**config.mk**
```make
export PLATFORM = sky130hd
export DESIGN_NAME = otcr_queue
export DESIGN_NICKNAME = d
export VERILOG_FILES = /design/src/rtl/otcr_pkg.sv /design/src/rtl/otcr_queue.sv
export VERILOG_INCLUDE_DIRS = /design/src /design/src/rtl
export SDC_FILE = /design/constraint.sdc
export NUM_CORES = 1
export LEC_CHECK = 0
export ABC_AREA = 1
export BUFFER_PORTS_ARGS = -buffer_cell sky130_fd_sc_hd__clkbuf_2
export CORE_MARGIN = 2
export CORE_UTILIZATION = 40
export DETAILED_ROUTE_END_ITERATION = 8
export GPL_TIMING_DRIVEN = 0
export MAX_ROUTING_LAYER = met4
export SKIP_CTS_REPAIR_TIMING = 1
export SYNTH_ARGS = -nofsm -noshare
export SYNTH_HDL_FRONTEND = slang
export SYNTH_SLANG_ARGS = --single-unit
```
**constraint.sdc**
```tcl
create_clock -name clk -period 5.1 [get_ports clk]
set_input_delay 0.255 -clock clk [delete_from_list [all_inputs] [get_ports clk]]
set_output_delay 0.255 -clock clk [all_outputs]
set_load 0.01 [all_outputs]
```
**src/rtl/oled_text_cursor_renderer_unit_macros.svh**
```systemverilog
// Assertion macros for the OLED text console block.
// Included by the modules that carry concurrent checks; no other dependencies.
`ifndef OLED_TEXT_CURSOR_RENDERER_UNIT_MACROS_SVH
`define OLED_TEXT_CURSOR_RENDERER_UNIT_MACROS_SVH

// same-cycle implication, disabled in reset
`define OTCR_ASSERT_IMPL(label, clk, rst_n, ante, cons) \
  label: assert property (@(posedge clk) disable iff (!rst_n) (ante) |-> (cons)) \
    else $error("otcr check failed");

// next-cycle implication, disabled in reset
`define OTCR_ASSERT_NEXT(label, clk, rst_n, ante, cons) \
  label: assert property (@(posedge clk) disable iff (!rst_n) (ante) |=> (cons)) \
    else $error("otcr check failed");

`endif

```
**src/rtl/otcr_pkg.sv**
```systemverilog
// Shared types, constants and the 6x8 font table of the OLED text console.
// No dependencies.
package otcr_pkg;

  localparam int COL_W  = 8;
  localparam int PAGE_W = 3;
  localparam int ROW_W  = 7;
  localparam int STEP_W = 4;

  localparam int WRAP_COLUMN_DEF = 120;
  localparam int TAB_WIDTH_DEF   = 24;
  localparam int PAGE_COUNT_DEF  = 8;

  localparam int GLYPH_COLS  = 6;
  localparam int QUEUE_DEPTH = 2;

  localparam logic [7:0] CHAR_TAB    = 8'd9;
  localparam logic [7:0] CHAR_LF     = 8'd10;
  localparam logic [7:0] CHAR_CR     = 8'd13;
  localparam logic [7:0] GLYPH_FIRST = 8'd32;
  localparam logic [7:0] GLYPH_LAST  = 8'd122;
  localparam logic [7:0] CHAR_QMARK  = 8'h3f;

  localparam logic [7:0] CMD_PAGE_BASE = 8'hb0;
  localparam logic [7:0] CMD_COL_HIGH  = 8'h10;

  // back-end sequencer steps: glyph columns first, then position commands
  localparam logic [STEP_W-1:0] STEP_FIRST_GLYPH = 4'd0;
  localparam logic [STEP_W-1:0] STEP_LAST_GLYPH  = 4'd5;
  localparam logic [STEP_W-1:0] STEP_POS_PAGE    = 4'd6;
  localparam logic [STEP_W-1:0] STEP_POS_LOW     = 4'd7;
  localparam logic [STEP_W-1:0] STEP_POS_HIGH    = 4'd8;

  typedef struct packed {
    logic              glyph;   // emit six glyph columns
    logic              invert;  // unknown code: inverted '?'
    logic [ROW_W-1:0]  row;
    logic              pos;     // emit three position commands
    logic [PAGE_W-1:0] page;    // cursor after the move
    logic [COL_W-1:0]  col;
  } job_t;

  typedef struct packed {
    logic full;
    logic empty;
  } q_status_t;

  function automatic logic [47:0] font_row(input logic [ROW_W-1:0] idx);
    logic [47:0] r;
    unique case (idx)
      7'd0:  r = 48'h000000000000;
      7'd1:  r = 48'h0000002f0000;
      7'd2:  r = 48'h000007000700;
      7'd3:  r = 48'h00147f147f14;
      7'd4:  r = 48'h00242a7f2a12;
      7'd5:  r = 48'h006264081323;
      7'd6:  r = 48'h003649552250;
      7'd7:  r = 48'h000005030000;
      7'd8:  r = 48'h00001c224100;
      7'd9:  r = 48'h000041221c00;
      7'd10: r = 48'h0014083e0814;
      7'd11: r = 48'h0008083e0808;
      7'd12: r = 48'h000000a06000;
      7'd13: r = 48'h000808080808;
      7'd14: r = 48'h000060600000;
      7'd15: r = 48'h002010080402;
      7'd16: r = 48'h003e5149453e;
      7'd17: r = 48'h0000427f4000;
      7'd18: r = 48'h004261514946;
      7'd19: r = 48'h002141454b31;
      7'd20: r = 48'h001814127f10;
      7'd21: r = 48'h002745454539;
      7'd22: r = 48'h003c4a494930;
      7'd23: r = 48'h000171090503;
      7'd24: r = 48'h003649494936;
      7'd25: r = 48'h00064949291e;
      7'd26: r = 48'h000036360000;
      7'd27: r = 48'h000056360000;
      7'd28: r = 48'h000814224100;
      7'd29: r = 48'h001414141414;
      7'd30: r = 48'h000041221408;
      7'd31: r = 48'h000201510906;
      7'd32: r = 48'h00324959513e;
      7'd33: r = 48'h007c1211127c;
      7'd34: r = 48'h007f49494936;
      7'd35: r = 48'h003e41414122;
      7'd36: r = 48'h007f4141221c;
      7'd37: r = 48'h007f49494941;
      7'd38: r = 48'h007f09090901;
      7'd39: r = 48'h003e4149497a;
      7'd40: r = 48'h007f0808087f;
      7'd41: r = 48'h0000417f4100;
      7'd42: r = 48'h002040413f01;
      7'd43: r = 48'h007f08142241;
      7'd44: r = 48'h007f40404040;
      7'd45: r = 48'h007f020c027f;
      7'd46: r = 48'h007f0408107f;
      7'd47: r = 48'h003e4141413e;
      7'd48: r = 48'h007f09090906;
      7'd49: r = 48'h003e4151215e;
      7'd50: r = 48'h007f09192946;
      7'd51: r = 48'h004649494931;
      7'd52: r = 48'h0001017f0101;
      7'd53: r = 48'h003f4040403f;
      7'd54: r = 48'h001f2040201f;
      7'd55: r = 48'h003f4038403f;
      7'd56: r = 48'h006314081463;
      7'd57: r = 48'h000708700807;
      7'd58: r = 48'h006151494543;
      7'd59: r = 48'h00007f414100;
      7'd60: r = 48'h00552a552a55;
      7'd61: r = 48'h000041417f00;
      7'd62: r = 48'h000402010204;
      7'd63: r = 48'h004040404040;
      7'd64: r = 48'h000001020400;
      7'd65: r = 48'h002054545478;
      7'd66: r = 48'h007f48444438;
      7'd67: r = 48'h003844444420;
      7'd68: r = 48'h00384444487f;
      7'd69: r = 48'h003854545418;
      7'd70: r = 48'h00087e090102;
      7'd71: r = 48'h0018a4a4a47c;
      7'd72: r = 48'h007f08040478;
      7'd73: r = 48'h0000447d4000;
      7'd74: r = 48'h004080847d00;
      7'd75: r = 48'h007f10284400;
      7'd76: r = 48'h0000417f4000;
      7'd77: r = 48'h007c04180478;
      7'd78: r = 48'h007c08040478;
      7'd79: r = 48'h003844444438;
      7'd80: r = 48'h00fc24242418;
      7'd81: r = 48'h0018242418fc;
      7'd82: r = 48'h007c08040408;
      7'd83: r = 48'h004854545420;
      7'd84: r = 48'h00043f444020;
      7'd85: r = 48'h003c4040207c;
      7'd86: r = 48'h001c2040201c;
      7'd87: r = 48'h003c4030403c;
      7'd88: r = 48'h004428102844;
      7'd89: r = 48'h001ca0a0a07c;
      7'd90: r = 48'h004464544c44;
      default: r = 48'h000000000000;
    endcase
    return r;
  endfunction

endpackage

```
**src/rtl/otcr_queue.sv**
```systemverilog
// Short job queue between the classifying front end and the byte sequencer.
// Depends on otcr_pkg and oled_text_cursor_renderer_unit_macros.svh.
`include "oled_text_cursor_renderer_unit_macros.svh"
module otcr_queue (
  input  logic               clk,
  input  logic               rst_n,
  input  logic               wr_en,
  input  otcr_pkg::job_t     wr_job,
  input  logic               rd_en,
  output otcr_pkg::job_t     rd_job,
  output otcr_pkg::q_status_t stat
);
  import otcr_pkg::*;

  localparam int PTR_W = (QUEUE_DEPTH > 1) ? $clog2(QUEUE_DEPTH) : 1;
  localparam int CNT_W = $clog2(QUEUE_DEPTH + 1);

  job_t             mem_r [QUEUE_DEPTH];
  logic [PTR_W-1:0] wr_ptr_r, wr_ptr_nxt;
  logic [PTR_W-1:0] rd_ptr_r, rd_ptr_nxt;
  logic [CNT_W-1:0] cnt_r, cnt_nxt;
  logic             wr_ok;

  assign stat.full  = (cnt_r == CNT_W'(QUEUE_DEPTH));
  assign stat.empty = (cnt_r == '0);
  assign wr_ok      = wr_en && !stat.full;
  assign rd_job     = mem_r[rd_ptr_r];

  always_comb begin
    wr_ptr_nxt = wr_ptr_r;
    rd_ptr_nxt = rd_ptr_r;
    cnt_nxt    = cnt_r;
    if (wr_ok) begin
      wr_ptr_nxt = (wr_ptr_r == PTR_W'(QUEUE_DEPTH - 1)) ? '0 : wr_ptr_r + 1'b1;
    end
    if (rd_en) begin
      rd_ptr_nxt = (rd_ptr_r == PTR_W'(QUEUE_DEPTH - 1)) ? '0 : rd_ptr_r + 1'b1;
    end
    if (wr_ok && !rd_en) begin
      cnt_nxt = cnt_r + 1'b1;
    end else if (!wr_ok && rd_en) begin
      cnt_nxt = cnt_r - 1'b1;
    end
  end

  always_ff @(posedge clk) begin
    if (!rst_n) begin
      wr_ptr_r <= '0;
      rd_ptr_r <= '0;
      cnt_r    <= '0;
    end else begin
      wr_ptr_r <= wr_ptr_nxt;
      rd_ptr_r <= rd_ptr_nxt;
      cnt_r    <= cnt_nxt;
    end
  end

  always_ff @(posedge clk) begin
    if (wr_ok) begin
      mem_r[wr_ptr_r] <= wr_job;
    end
  end

  `OTCR_ASSERT_IMPL(a_cnt_bound, clk, rst_n, 1'b1, cnt_r <= CNT_W'(QUEUE_DEPTH))
  `OTCR_ASSERT_IMPL(a_no_underflow, clk, rst_n, rd_en, cnt_r != '0)
  `OTCR_ASSERT_NEXT(a_push_only, clk, rst_n, wr_ok && !rd_en, cnt_r == CNT_W'($past(cnt_r) + 1'b1))

endmodule

```
==> run metrics <==
status finished clean; Unique masters post-synth 17; origin of the critical flop-to-flop path cnt_r[0]$_SDFFE_PN0P_; first-pass GRT wire length about 4.6 mm; Slew @ Worst Pin roughly 0.54 ns; Avg Inst Size Synth between 15 and 20 um2; Die W about 72 um; worst path required time about 4.9 ns; starting density of the core 41.9%; slew margin rel. 63.8%; clock skew 0.0116 ns; number of cells on the critical path 3; end of the worst register-to-register path mem_r[0][4]$_DFFE_PP_; routed len/inst roughly 14 um; Post-Syn Instances ~100; Crit Path Class register to output port; crit-path max FO 10; Hold Crit Class input pin to register; worst-skew pair later-pin latency about 0.29 ns; Sw Ratio 23.3%; row count 24; die area 5150 um2; signal arrival time at the worst endpoint 1.32 ns; CP Cell Sequence buf_6 -> mux2_4 -> clkbuf_2; die height ~72 um; Root Buffer clkbuf_8; Crit. End Element output port; worst hold margin between 0.1 and 0.15 ns; total CTS buffers 5; Seq pwr share between 50 and 60%; IO Pins 48; vias in the first global route around 1,000; CP peak stage delay roughly 0.4 ns; switching pwr approximately 0.19 mW; Max Freq about 0.63 GHz; flop-to-flop setup slack ~3.6 ns; CP max-delay cell dfxtp_1; Area growth, synth to finish 23.2%; Peak VDD IR roughly 0.22 mV; layout cells sized above 1 54.4%; Placed Cells incl. Taps 202; final WL about 2.9 mm; via count 983; clock power share 27.1%; Startpoint Class register; grt ovf 0; last element of the critical path rd_job[20]; Max Root-Sink Buffers 2; Total GRT Usage about an eighth; synth warn 0; Lkg Pwr between 0.9 and 1 nW; nets approximately 180; ys flop type edfxtp_1; DRT Pass-1 Iters 4; hpwl dp roughly 2.2 mm; initial antenna violation count 0; CTS tree built; max-cap violations 0; post-synth design cell area 1840 um2; R2R depth 3; final setup vio count 0; Internal Power about 0.63 mW; H-tree depth 2; Comb power frac approximately 16%; synthesis-stage register bit count between 40 and 50; Pwr Total between 0.8 and 0.9 mW; IO Port Bufs 47; drt via density between 4 and 5; fin. max-slew vios 0; drt first-iter violations 48; Final Critical Period around 1.6 ns; Clock Sinks 47; Power Dens Cells between 300 and 400 nW/um2; final core occ 51.6%; sequential area share after synthesis between 70 and 80%; CP bufs+invs 2; Antenna Cells 0; largest net degree at the start of global routing 15; clock-pin slew on the worst setup and hold paths 0.09 ns; EDFF count, synth 42; drt drc 0; final period utilization between 30% and 40%; remaining antenna violation count 0; Post-synth ARST share 0%; setup_tns 0 ns; Final Non-Filler Cells 210; Syn Nets 127; gpl congestion around 0.62; RSZ-0062 raised after global routing false; Final Hold Vio Count 0; CP delay by family, top flip-flops; Core ar. between 4000 and 5000 um2
per-stage QoR:
| step | setup WS (ns) | area, um2 |
|---|---|---|
| final | 3.52 | 2260 |
| after global routing | 3.45 | 2260 |
| after CTS | 3.49 | 2260 |
| after detailed placement | 3.54 | 2170 |
| after global placement | 2.80 | 2140 |
| after floorplan | 3.29 | 1840 |
layout by cell type (no fill, tap or decap):
master	instances
clkbuf_2	47
edfxtp_1	42
mux2_4	20
nor2_1	8
clkbuf_8	6
inv_1	5
nand2_1	5
dfxtp_1	5
inv_2	3
buf_6	2
nor2_2	2
buf_8	2
o21ai_2	1
o21ai_0	1
a21oi_1	1
o21ai_1	1
nand2_2	1
nand3_1	1
nand4_1	1
mux2_2	1
ha_1	1
clkinv_2	1
clkbuf_1	1
flip-flops by register name (all words and copies together) (netlist names), named ones only:
name	count
rd_ptr_r	1
wr_ptr_r	1
mem_r	42
cnt_r	2
power groups by stage:
stage | Clock [mW] | Sequential (mW) | Combinational, mW
2_1_floorplan | 0 | 0.474 | 0.0813
3_3_place_gp | 0 | 0.475 | 0.121
3_5_place_dp | 0 | 0.477 | 0.134
4_1_cts | 0.228 | 0.468 | 0.134
5_1_grt | 0.249 | 0.470 | 0.142
6_report | 0.222 | 0.467 | 0.131
cell usage after synthesis (2+ instances only):
| master | count | area, um2 |
|---|---|---|
| edfxtp_1 | 42 | 1260 |
| buf_6 | 2 | 22.5 |
| nor2_1 | 10 | 37.5 |
| dfxtp_1 | 5 | 100 |
| inv_2 | 3 | 11.3 |
| mux2_4 | 20 | 300 |
| inv_1 | 5 | 18.8 |
| nand2_1 | 5 | 18.8 |
kinds of logic after synthesis:
kind of cell    count (synthesis)  share of synthesized area (%)
fa+ha+maj                       1                          0.682
simple gates                   18                           4.02
mux                            21                           17.0
compound gates                  4                           1.29
flops                          47                           74.2
buf+inv                        10                           2.86
area by class of cell:
class,instances,area (um2)
fillers,380,2120
multi-input cells,44,427
clock inverters,1,5.00
inverters,8,30.0
flip-flops and latches,47,1360
repair buffers,49,265
clock buffers,7,86.3
plain buffers,2,22.5
well taps,52,65.1
worst min path at each step:
| stage | startpoint | end | slack [ns] | cells past startpoint |
|---|---|---|---|---|
| final | wr_job[20] | mem_r[1][20]$_DFFE_PP_ | 0.15 | 1 |
| after global routing | wr_job[7] | mem_r[0][7]$_DFFE_PP_ | 0.13 | 1 |
| after CTS | wr_job[7] | mem_r[0][7]$_DFFE_PP_ | 0.14 | 1 |
| after detailed placement | wr_job[8] | mem_r[0][8]$_DFFE_PP_ | 0.45 | 1 |
| after global placement | wr_job[8] | mem_r[0][8]$_DFFE_PP_ | 0.45 | 1 |
| after floorplan | wr_job[0] | mem_r[0][0]$_DFFE_PP_ | 0.35 | 0 |
layer usage:
| layer | part of all wire (%) | global-route usage [%] | vias to the layer above |
|---|---|---|---|
| li1 | - | - | 480 |
| met1 | 38 | 13.4 | 462 |
| met2 | 53 | 20.8 | 34 |
| met3 | 7.2 | 3.94 | 7 |
| met4 | 1.8 | 5.66 | 0 |
| met5 | 0 | - | - |
worst register-to-register path, stage by stage, from the launching register on:
cell	delay, ns
dfxtp_1	0.43
o21ai_2	0.14
nor2_2	0.44
buf_8	0.23
No activity file was read; power rests on OpenSTA's default activity.
