### config.mk
export PLATFORM = sky130hd
export DESIGN_NAME = otcr_front
export DESIGN_NICKNAME = d
export VERILOG_FILES = /design/src/rtl/oled_text_cursor_renderer_unit_macros.svh /design/src/rtl/otcr_pkg.sv /design/src/rtl/otcr_front.sv
export SDC_FILE = /design/constraint.sdc
export NUM_CORES = 1
export LEC_CHECK = 0
export BUFFER_PORTS_ARGS = -buffer_cell sky130_fd_sc_hd__buf_4
export CORE_MARGIN = 5
export CORE_UTILIZATION = 53
export DETAILED_ROUTE_END_ITERATION = 6
export HOLD_SLACK_MARGIN = 0.15
export PLACE_DENSITY = 0.74
export SLEW_MARGIN = 40
export SYNTH_ARGS = -nofsm -noshare
export SYNTH_HDL_FRONTEND = slang
export SYNTH_SLANG_ARGS = --single-unit
### constraint.sdc
create_clock -name clk -period 3.4 [get_ports clk]
set_input_delay 0.17 -clock clk [delete_from_list [all_inputs] [get_ports clk]]
set_output_delay 0.17 -clock clk [all_outputs]
set_load 0.05 [all_outputs]
### src/rtl/oled_text_cursor_renderer_unit_macros.svh
// Assertion macros for the OLED text console block.
// Included by the modules that carry concurrent checks; no other dependencies.
`ifndef OLED_TEXT_CURSOR_RENDERER_UNIT_MACROS_SVH
`define OLED_TEXT_CURSOR_RENDERER_UNIT_MACROS_SVH

// same-cycle implication, disabled in reset
`define OTCR_ASSERT_IMPL(label, clk, rst_n, ante, cons) \
  label: assert property (@(posedge clk) disable iff (!rst_n) (ante) |-> (cons)) \
    else $error("otcr check failed");

// next-cycle implication, disabled in reset
`define OTCR_ASSERT_NEXT(label, clk, rst_n, ante, cons) \
  label: assert property (@(posedge clk) disable iff (!rst_n) (ante) |=> (cons)) \
    else $error("otcr check failed");

`endif

### src/rtl/otcr_pkg.sv
// Shared types, constants and the 6x8 font table of the OLED text console.
// No dependencies.
package otcr_pkg;

  localparam int COL_W  = 8;
  localparam int PAGE_W = 3;
  localparam int ROW_W  = 7;
  localparam int STEP_W = 4;

  localparam int WRAP_COLUMN_DEF = 120;
  localparam int TAB_WIDTH_DEF   = 24;
  localparam int PAGE_COUNT_DEF  = 8;

  localparam int GLYPH_COLS  = 6;
  localparam int QUEUE_DEPTH = 2;

  localparam logic [7:0] CHAR_TAB    = 8'd9;
  localparam logic [7:0] CHAR_LF     = 8'd10;
  localparam logic [7:0] CHAR_CR     = 8'd13;
  localparam logic [7:0] GLYPH_FIRST = 8'd32;
  localparam logic [7:0] GLYPH_LAST  = 8'd122;
  localparam logic [7:0] CHAR_QMARK  = 8'h3f;

  localparam logic [7:0] CMD_PAGE_BASE = 8'hb0;
  localparam logic [7:0] CMD_COL_HIGH  = 8'h10;

  // back-end sequencer steps: glyph columns first, then position commands
  localparam logic [STEP_W-1:0] STEP_FIRST_GLYPH = 4'd0;
  localparam logic [STEP_W-1:0] STEP_LAST_GLYPH  = 4'd5;
  localparam logic [STEP_W-1:0] STEP_POS_PAGE    = 4'd6;
  localparam logic [STEP_W-1:0] STEP_POS_LOW     = 4'd7;
  localparam logic [STEP_W-1:0] STEP_POS_HIGH    = 4'd8;

  typedef struct packed {
    logic              glyph;   // emit six glyph columns
    logic              invert;  // unknown code: inverted '?'
    logic [ROW_W-1:0]  row;
    logic              pos;     // emit three position commands
    logic [PAGE_W-1:0] page;    // cursor after the move
    logic [COL_W-1:0]  col;
  } job_t;

  typedef struct packed {
    logic full;
    logic empty;
  } q_status_t;

  function automatic logic [47:0] font_row(input logic [ROW_W-1:0] idx);
    logic [47:0] r;
    unique case (idx)
      7'd0:  r = 48'h000000000000;
      7'd1:  r = 48'h0000002f0000;
      7'd2:  r = 48'h000007000700;
      7'd3:  r = 48'h00147f147f14;
      7'd4:  r = 48'h00242a7f2a12;
      7'd5:  r = 48'h006264081323;
      7'd6:  r = 48'h003649552250;
      7'd7:  r = 48'h000005030000;
      7'd8:  r = 48'h00001c224100;
      7'd9:  r = 48'h000041221c00;
      7'd10: r = 48'h0014083e0814;
      7'd11: r = 48'h0008083e0808;
      7'd12: r = 48'h000000a06000;
      7'd13: r = 48'h000808080808;
      7'd14: r = 48'h000060600000;
      7'd15: r = 48'h002010080402;
      7'd16: r = 48'h003e5149453e;
      7'd17: r = 48'h0000427f4000;
      7'd18: r = 48'h004261514946;
      7'd19: r = 48'h002141454b31;
      7'd20: r = 48'h001814127f10;
      7'd21: r = 48'h002745454539;
      7'd22: r = 48'h003c4a494930;
      7'd23: r = 48'h000171090503;
      7'd24: r = 48'h003649494936;
      7'd25: r = 48'h00064949291e;
      7'd26: r = 48'h000036360000;
      7'd27: r = 48'h000056360000;
      7'd28: r = 48'h000814224100;
      7'd29: r = 48'h001414141414;
      7'd30: r = 48'h000041221408;
      7'd31: r = 48'h000201510906;
      7'd32: r = 48'h00324959513e;
      7'd33: r = 48'h007c1211127c;
      7'd34: r = 48'h007f49494936;
      7'd35: r = 48'h003e41414122;
      7'd36: r = 48'h007f4141221c;
      7'd37: r = 48'h007f49494941;
      7'd38: r = 48'h007f09090901;
      7'd39: r = 48'h003e4149497a;
      7'd40: r = 48'h007f0808087f;
      7'd41: r = 48'h0000417f4100;
      7'd42: r = 48'h002040413f01;
      7'd43: r = 48'h007f08142241;
      7'd44: r = 48'h007f40404040;
      7'd45: r = 48'h007f020c027f;
      7'd46: r = 48'h007f0408107f;
      7'd47: r = 48'h003e4141413e;
      7'd48: r = 48'h007f09090906;
      7'd49: r = 48'h003e4151215e;
      7'd50: r = 48'h007f09192946;
      7'd51: r = 48'h004649494931;
      7'd52: r = 48'h0001017f0101;
      7'd53: r = 48'h003f4040403f;
      7'd54: r = 48'h001f2040201f;
      7'd55: r = 48'h003f4038403f;
      7'd56: r = 48'h006314081463;
      7'd57: r = 48'h000708700807;
      7'd58: r = 48'h006151494543;
      7'd59: r = 48'h00007f414100;
      7'd60: r = 48'h00552a552a55;
      7'd61: r = 48'h000041417f00;
      7'd62: r = 48'h000402010204;
      7'd63: r = 48'h004040404040;
      7'd64: r = 48'h000001020400;
      7'd65: r = 48'h002054545478;
      7'd66: r = 48'h007f48444438;
      7'd67: r = 48'h003844444420;
      7'd68: r = 48'h00384444487f;
      7'd69: r = 48'h003854545418;
      7'd70: r = 48'h00087e090102;
      7'd71: r = 48'h0018a4a4a47c;
      7'd72: r = 48'h007f08040478;
      7'd73: r = 48'h0000447d4000;
      7'd74: r = 48'h004080847d00;
      7'd75: r = 48'h007f10284400;
      7'd76: r = 48'h0000417f4000;
      7'd77: r = 48'h007c04180478;
      7'd78: r = 48'h007c08040478;
      7'd79: r = 48'h003844444438;
      7'd80: r = 48'h00fc24242418;
      7'd81: r = 48'h0018242418fc;
      7'd82: r = 48'h007c08040408;
      7'd83: r = 48'h004854545420;
      7'd84: r = 48'h00043f444020;
      7'd85: r = 48'h003c4040207c;
      7'd86: r = 48'h001c2040201c;
      7'd87: r = 48'h003c4030403c;
      7'd88: r = 48'h004428102844;
      7'd89: r = 48'h001ca0a0a07c;
      7'd90: r = 48'h004464544c44;
      default: r = 48'h000000000000;
    endcase
    return r;
  endfunction

endpackage

### src/rtl/otcr_front.sv
// Front end: takes characters, moves the text cursor and posts one job each.
// Depends on otcr_pkg.
module otcr_front #(
  parameter int WRAP_COLUMN = otcr_pkg::WRAP_COLUMN_DEF,
  parameter int TAB_WIDTH   = otcr_pkg::TAB_WIDTH_DEF,
  parameter int PAGE_COUNT  = otcr_pkg::PAGE_COUNT_DEF
) (
  input  logic                clk,
  input  logic                rst_n,
  input  logic                in_push,
  input  logic [7:0]          in_char_code,
  output logic                in_full,
  input  otcr_pkg::q_status_t q_stat,
  output logic                wr_en,
  output otcr_pkg::job_t      wr_job
);
  import otcr_pkg::*;

  localparam int PH_W  = $clog2(TAB_WIDTH);
  localparam int PHS_W = PH_W + 1;

  logic [COL_W-1:0]  col_r, col_nxt;
  logic [PAGE_W-1:0] page_r, page_nxt;
  logic [PH_W-1:0]   phase_r, phase_nxt;   // col_r mod TAB_WIDTH, kept incrementally

  logic              accept;
  logic              known;
  logic [PAGE_W-1:0] page_inc;
  logic [COL_W:0]    tab_col;
  logic [COL_W:0]    glyph_col;
  logic [PHS_W-1:0]  phase_add;
  logic [7:0]        row_code;

  assign in_full = q_stat.full;
  assign accept  = in_push && !q_stat.full;
  assign wr_en   = accept;

  assign known     = (in_char_code >= GLYPH_FIRST) && (in_char_code <= GLYPH_LAST);
  assign page_inc  = (page_r == PAGE_W'(PAGE_COUNT - 1)) ? '0 : page_r + 1'b1;
  assign tab_col   = {1'b0, col_r} + (COL_W+1)'(TAB_WIDTH) - (COL_W+1)'(phase_r);
  assign glyph_col = {1'b0, col_r} + (COL_W+1)'(GLYPH_COLS);
  assign phase_add = {1'b0, phase_r} + PHS_W'(GLYPH_COLS);
  assign row_code  = (known ? in_char_code : CHAR_QMARK) - GLYPH_FIRST;

  always_comb begin
    col_nxt   = '0;
    page_nxt  = page_r;
    phase_nxt = '0;
    wr_job.glyph  = 1'b0;
    wr_job.invert = 1'b0;
    wr_job.row    = '0;
    wr_job.pos    = 1'b1;
    priority if (in_char_code == CHAR_LF) begin
      page_nxt = page_inc;
    end else if (in_char_code == CHAR_CR) begin
      page_nxt = page_r;
    end else if (in_char_code == CHAR_TAB) begin
      if (tab_col > (COL_W+1)'(WRAP_COLUMN)) begin
        page_nxt = page_inc;
      end else begin
        col_nxt = tab_col[COL_W-1:0];
      end
    end else begin
      wr_job.glyph  = 1'b1;
      wr_job.invert = !known;
      wr_job.row    = row_code[ROW_W-1:0];
      if (glyph_col > (COL_W+1)'(WRAP_COLUMN)) begin
        page_nxt = page_inc;
      end else begin
        wr_job.pos = 1'b0;
        col_nxt    = glyph_col[COL_W-1:0];
        phase_nxt  = (phase_add >= PHS_W'(TAB_WIDTH)) ?
                     PH_W'(phase_add - PHS_W'(TAB_WIDTH)) : phase_add[PH_W-1:0];
      end
    end
    wr_job.page = page_nxt;
    wr_job.col  = col_nxt;
  end

  always_ff @(posedge clk) begin
    if (!rst_n) begin
      col_r   <= '0;
      page_r  <= '0;
      phase_r <= '0;
    end else if (accept) begin
      col_r   <= col_nxt;
      page_r  <= page_nxt;
      phase_r <= phase_nxt;
    end
  end

endmodule

==> Flow_metrics.wiki <==
{| class="wikitable"
! Metric !! Value
|-
| Number of pins exceeding their max-slew limit in the final report || 0
|-
| WL final || 4.18 mm
|-
| Synth Cell Area || 1620 um2
|-
| Site Rows || 20
|-
| Measured slew at the worst slew-check pin || 612 ps
|-
| Gate count of the mapped netlist || 225
|-
| Crit path setup slack, layout || -10.2 ps
|-
| Worst-case vdd ir drop || 246 uV
|-
| R2r endpoint || page_r[0]$_SDFFE_PN0P_
|-
| Global-route wire length before repair || 6.91 mm
|-
| Post-Route Utilization || 70.3%
|-
| Overall power of the completed layout || 0.568 mW
|-
| Routed wire per std cell || 13.8 um
|-
| Count of endpoints failing hold in the final timing report || 0
|-
| Worst hold slack across all endpoints || 227 ps
|-
| Leak Pwr || 0.977 nW
|-
| Critical path capture point type || output port
|-
| GR met1 Demand/Resource || 23.8%
|-
| Fraction of post-synthesis cell area in the top cell type by area || 18.5%
|-
| Count of input and output buffers || 33
|-
| Required time at the worst-slack endpoint || 3230 ps
|-
| Met2 GRT Util || 36.7%
|-
| Number of distinct library cell variants in the gate-level netlist after synthesis || 47
|-
| Hold Startpoint || rst_n
|-
| Number of failing setup endpoints in the final timing report || 3
|-
| HPWL after DPL || 3.08 mm
|-
| Cell count of the worst hold path || 2
|-
| Asr flop ratio synth || 0%
|-
| Layout cells sized above 1 || 27.3%
|-
| Remaining antenna violation count || 0
|-
| Antenna Cells || 0
|-
| Register area share after synthesis || 18.5%
|-
| Ratio of total power to cell area || 269 nW/um2
|-
| # Max-Cap Violations || 0
|-
| Number of antenna violations at the first check in global routing || 0
|-
| Clock Path Buffers || 2
|-
| Launch point of the worst reg-to-reg path || phase_r[1]$_SDFFE_PN0P_
|-
| CP arrival || 3240 ps
|-
| NumNets Final || 303
|-
| EDFF count, synth || 0
|-
| Height of the die || 65.3 um
|-
| Global Route met3 Usage || 4.44%
|-
| Area growth syn-to-layout || 30.1%
|-
| Cell at the slowest stage of the critical path || or4b_4
|-
| Maximum number of pins on one net before global-route repair || 19
|-
| CTS tree || built
|-
| Failing checks || negative setup slack
|-
| Outcome || finished, violations left
|-
| Worst Reg2Reg Path Length in Cells || 13
|-
| Share of the clock period used by the worst path || 100%
|-
| Post-Synthesis Mean Instance Area || 7.21 um2
|-
| Starting utilization of the core area || 54.0%
|-
| Num Clock Sinks || 15
|-
| Hold crit path type || in2reg
|-
| Count leader, synth || inv_1
|-
| Area contributors post-synth || dfxtp_1 19%, ha_1 13%, inv_1 5.8%, nand2_1 5.3%, a21oi_1 4.9%
|-
| Prevailing post-synth register cell || dfxtp_1
|-
| DR vias || 1712
|-
| Final clock skew || 0.688 ps
|-
| Highest-utilization routing layer at the global route stage || met2
|-
| First-pass iteration count of the detailed router || 4
|-
| Ranking of synthesized cells by instance count || 25 x inv_1, 23 x nand2_1, 18 x nor2_1
|-
| Buffer type at the clock tree root || clkbuf_4
|-
| Clock transition at the registers of the reported paths || 90 ps
|-
| Die boundary width || 65.3 um
|-
| Destination of the worst hold path || phase_r[1]$_SDFFE_PN0P_
|-
| Total of warnings raised by yosys || 0
|-
| Register bit count reported by yosys || 15
|-
| Net Count, Synth || 256
|-
| Vias in the first global route || 1650
|-
| Max Clock Freq || 0.293 GHz
|-
| Yosys top cell by area || dfxtp_1
|-
| Peak per-stage delay on the critical path || 530 ps
|-
| Placer Congestion || 0.838
|-
| RSZ-0062 raised after global routing || yes
|-
| Cells along the critical path || inv_2, ha_4, ha_4, inv_2, fa_2, nor2b_2, o311a_1, nor3_2, or4b_4, a211oi_4, or2b_4, mux2_4, buf_8
|-
| Number of H-tree levels || 1
|-
| Number of DRC violations after detailed routing || 0
|-
| Clock period minus final worst setup slack || 3410 ps
|-
| Slew HR || 59.2%
|-
| Filler Cell Count || 265
|-
| Register-to-register setup slack || 470 ps
|-
| Violation count after the first detailed-routing iteration || 70
|-
| Worst-path fanout max || 4
|-
| Top Ports || 36
|-
| CP Class || reg2out
|-
| Die area || 4270 um2
|-
| Total congestion overflow || 0
|-
| Core region area || 3000 um2
|-
| Post-cts hold buffer count || 0
|-
| Later-pin clock latency in the skew report || 280 ps
|-
| TritonCTS Buffers || 3
|-
| GR Util All Layers || 20.3%
|-
| Mean number of vias per cell || 5.63
|-
| Startpoint Class || flip-flop
|}
-- cell families after synthesis --
logic type      share of synthesized area [%]
xor+xnor                                 5.40
compound gates                           21.0
buf+inv                                  7.86
fa+ha+maj                                14.3
mux                                      3.32
other cells                             0.463
simple gates                             29.1
flops                                    18.5
-- sequential cells by signal, summed over array words and instances (netlist names) --
| name | count |
|---|---|
| phase_r | 4 |
| page_r | 3 |
| col_r | 8 |
-- per-stage QoR --
stage	instances	cell area [um2]	TNS, ps	worst slack (ps)
2_1_floorplan	225	1620	0	34.9
3_3_place_gp	294	1950	0	72.1
3_5_place_dp	295	1960	0	57.6
4_1_cts	303	2090	-518	-105
5_1_grt	304	2110	-1210	-157
6_report	304	2110	-19.6	-10.2
-- final cells by class --
class	instances	area [um2]	share of cell area, %
repair buffers	49	388	18.4
clock inverters	1	5.00	0.237
well taps	33	41.3	1.95
flip-flops and latches	15	304	14.4
multi-input cells	178	1260	59.5
clock buffers	3	22.5	1.07
inverters	25	93.8	4.44
-- layout by cell type (no fill, tap or decap), drive strengths merged, types with 2 or more instances in the layout --
cell type | netlist | final
nand4b | 2 | 2
nor2b | 6 | 6
inv | 25 | 25
nor4 | 4 | 4
nor3 | 6 | 6
or4b | 2 | 2
nand2b | 4 | 4
ha | 17 | 17
clkbuf | 5 | 3
mux2i | 2 | 2
o21a | 5 | 5
o21bai | 2 | 2
mux2 | 3 | 3
nand2 | 23 | 23
dfxtp | 15 | 15
a21o | 3 | 3
and3 | 3 | 3
xor2 | 3 | 3
conb | 2 | 2
nor3b | 3 | 3
a21oi | 16 | 16
a31oi | 3 | 3
buf | 2 | 49
and2 | 3 | 3
xnor2 | 7 | 7
nand3 | 7 | 7
o21ai | 16 | 16
nand3b | 2 | 2
nor2 | 18 | 18
-- metal layers --
metal | wire, um | up-vias | share of wire (%)
met3 | 304 | 7 | 7.3
met2 | 1960 | 59 | 47
li1 | - | 874 | -
met4 | 64 | 0 | 1.5
met1 | 1850 | 772 | 44
met5 | 0 | - | 0
-- what timing repair did --
action / in CTS / in global routing
setup endpoints to repair: 10 / 10
pin swaps: 7 / 4
setup buffers: 4 / 1
gates resized for setup: 19 / 4
-- power by group --
group	switching, mW	internal, mW
Sequential	0.00766	0.183
Combinational	0.162	0.111
Clock	0.0595	0.0437
Total	0.229	0.338
-- worst max-delay path by stage --
stage | from | to | slack [ps] | depth (start not counted)
6_report | phase_r[1]$_SDFFE_PN0P_ | wr_job[9] | -10 | 13
5_1_grt | phase_r[1]$_SDFFE_PN0P_ | wr_job[9] | -160 | 13
4_1_cts | phase_r[1]$_SDFFE_PN0P_ | wr_job[10] | -100 | 13
3_5_place_dp | phase_r[1]$_SDFFE_PN0P_ | wr_job[10] | 60 | 13
3_3_place_gp | phase_r[1]$_SDFFE_PN0P_ | wr_job[8] | 70 | 13
2_1_floorplan | phase_r[1]$_SDFFE_PN0P_ | wr_job[0] | 30 | 12
-- critical path, delay by kind of cell (launching register included) --
family	cells	cell delay, ps
AND/OR/NAND/NOR	4	910
flip-flops	1	340
multiplexers	1	310
buffers and inverters	3	240
AO/OA/AOI/OAI	2	400
adder cells (fa/ha/maj)	3	740
Power figures use the tool's default switching activity.
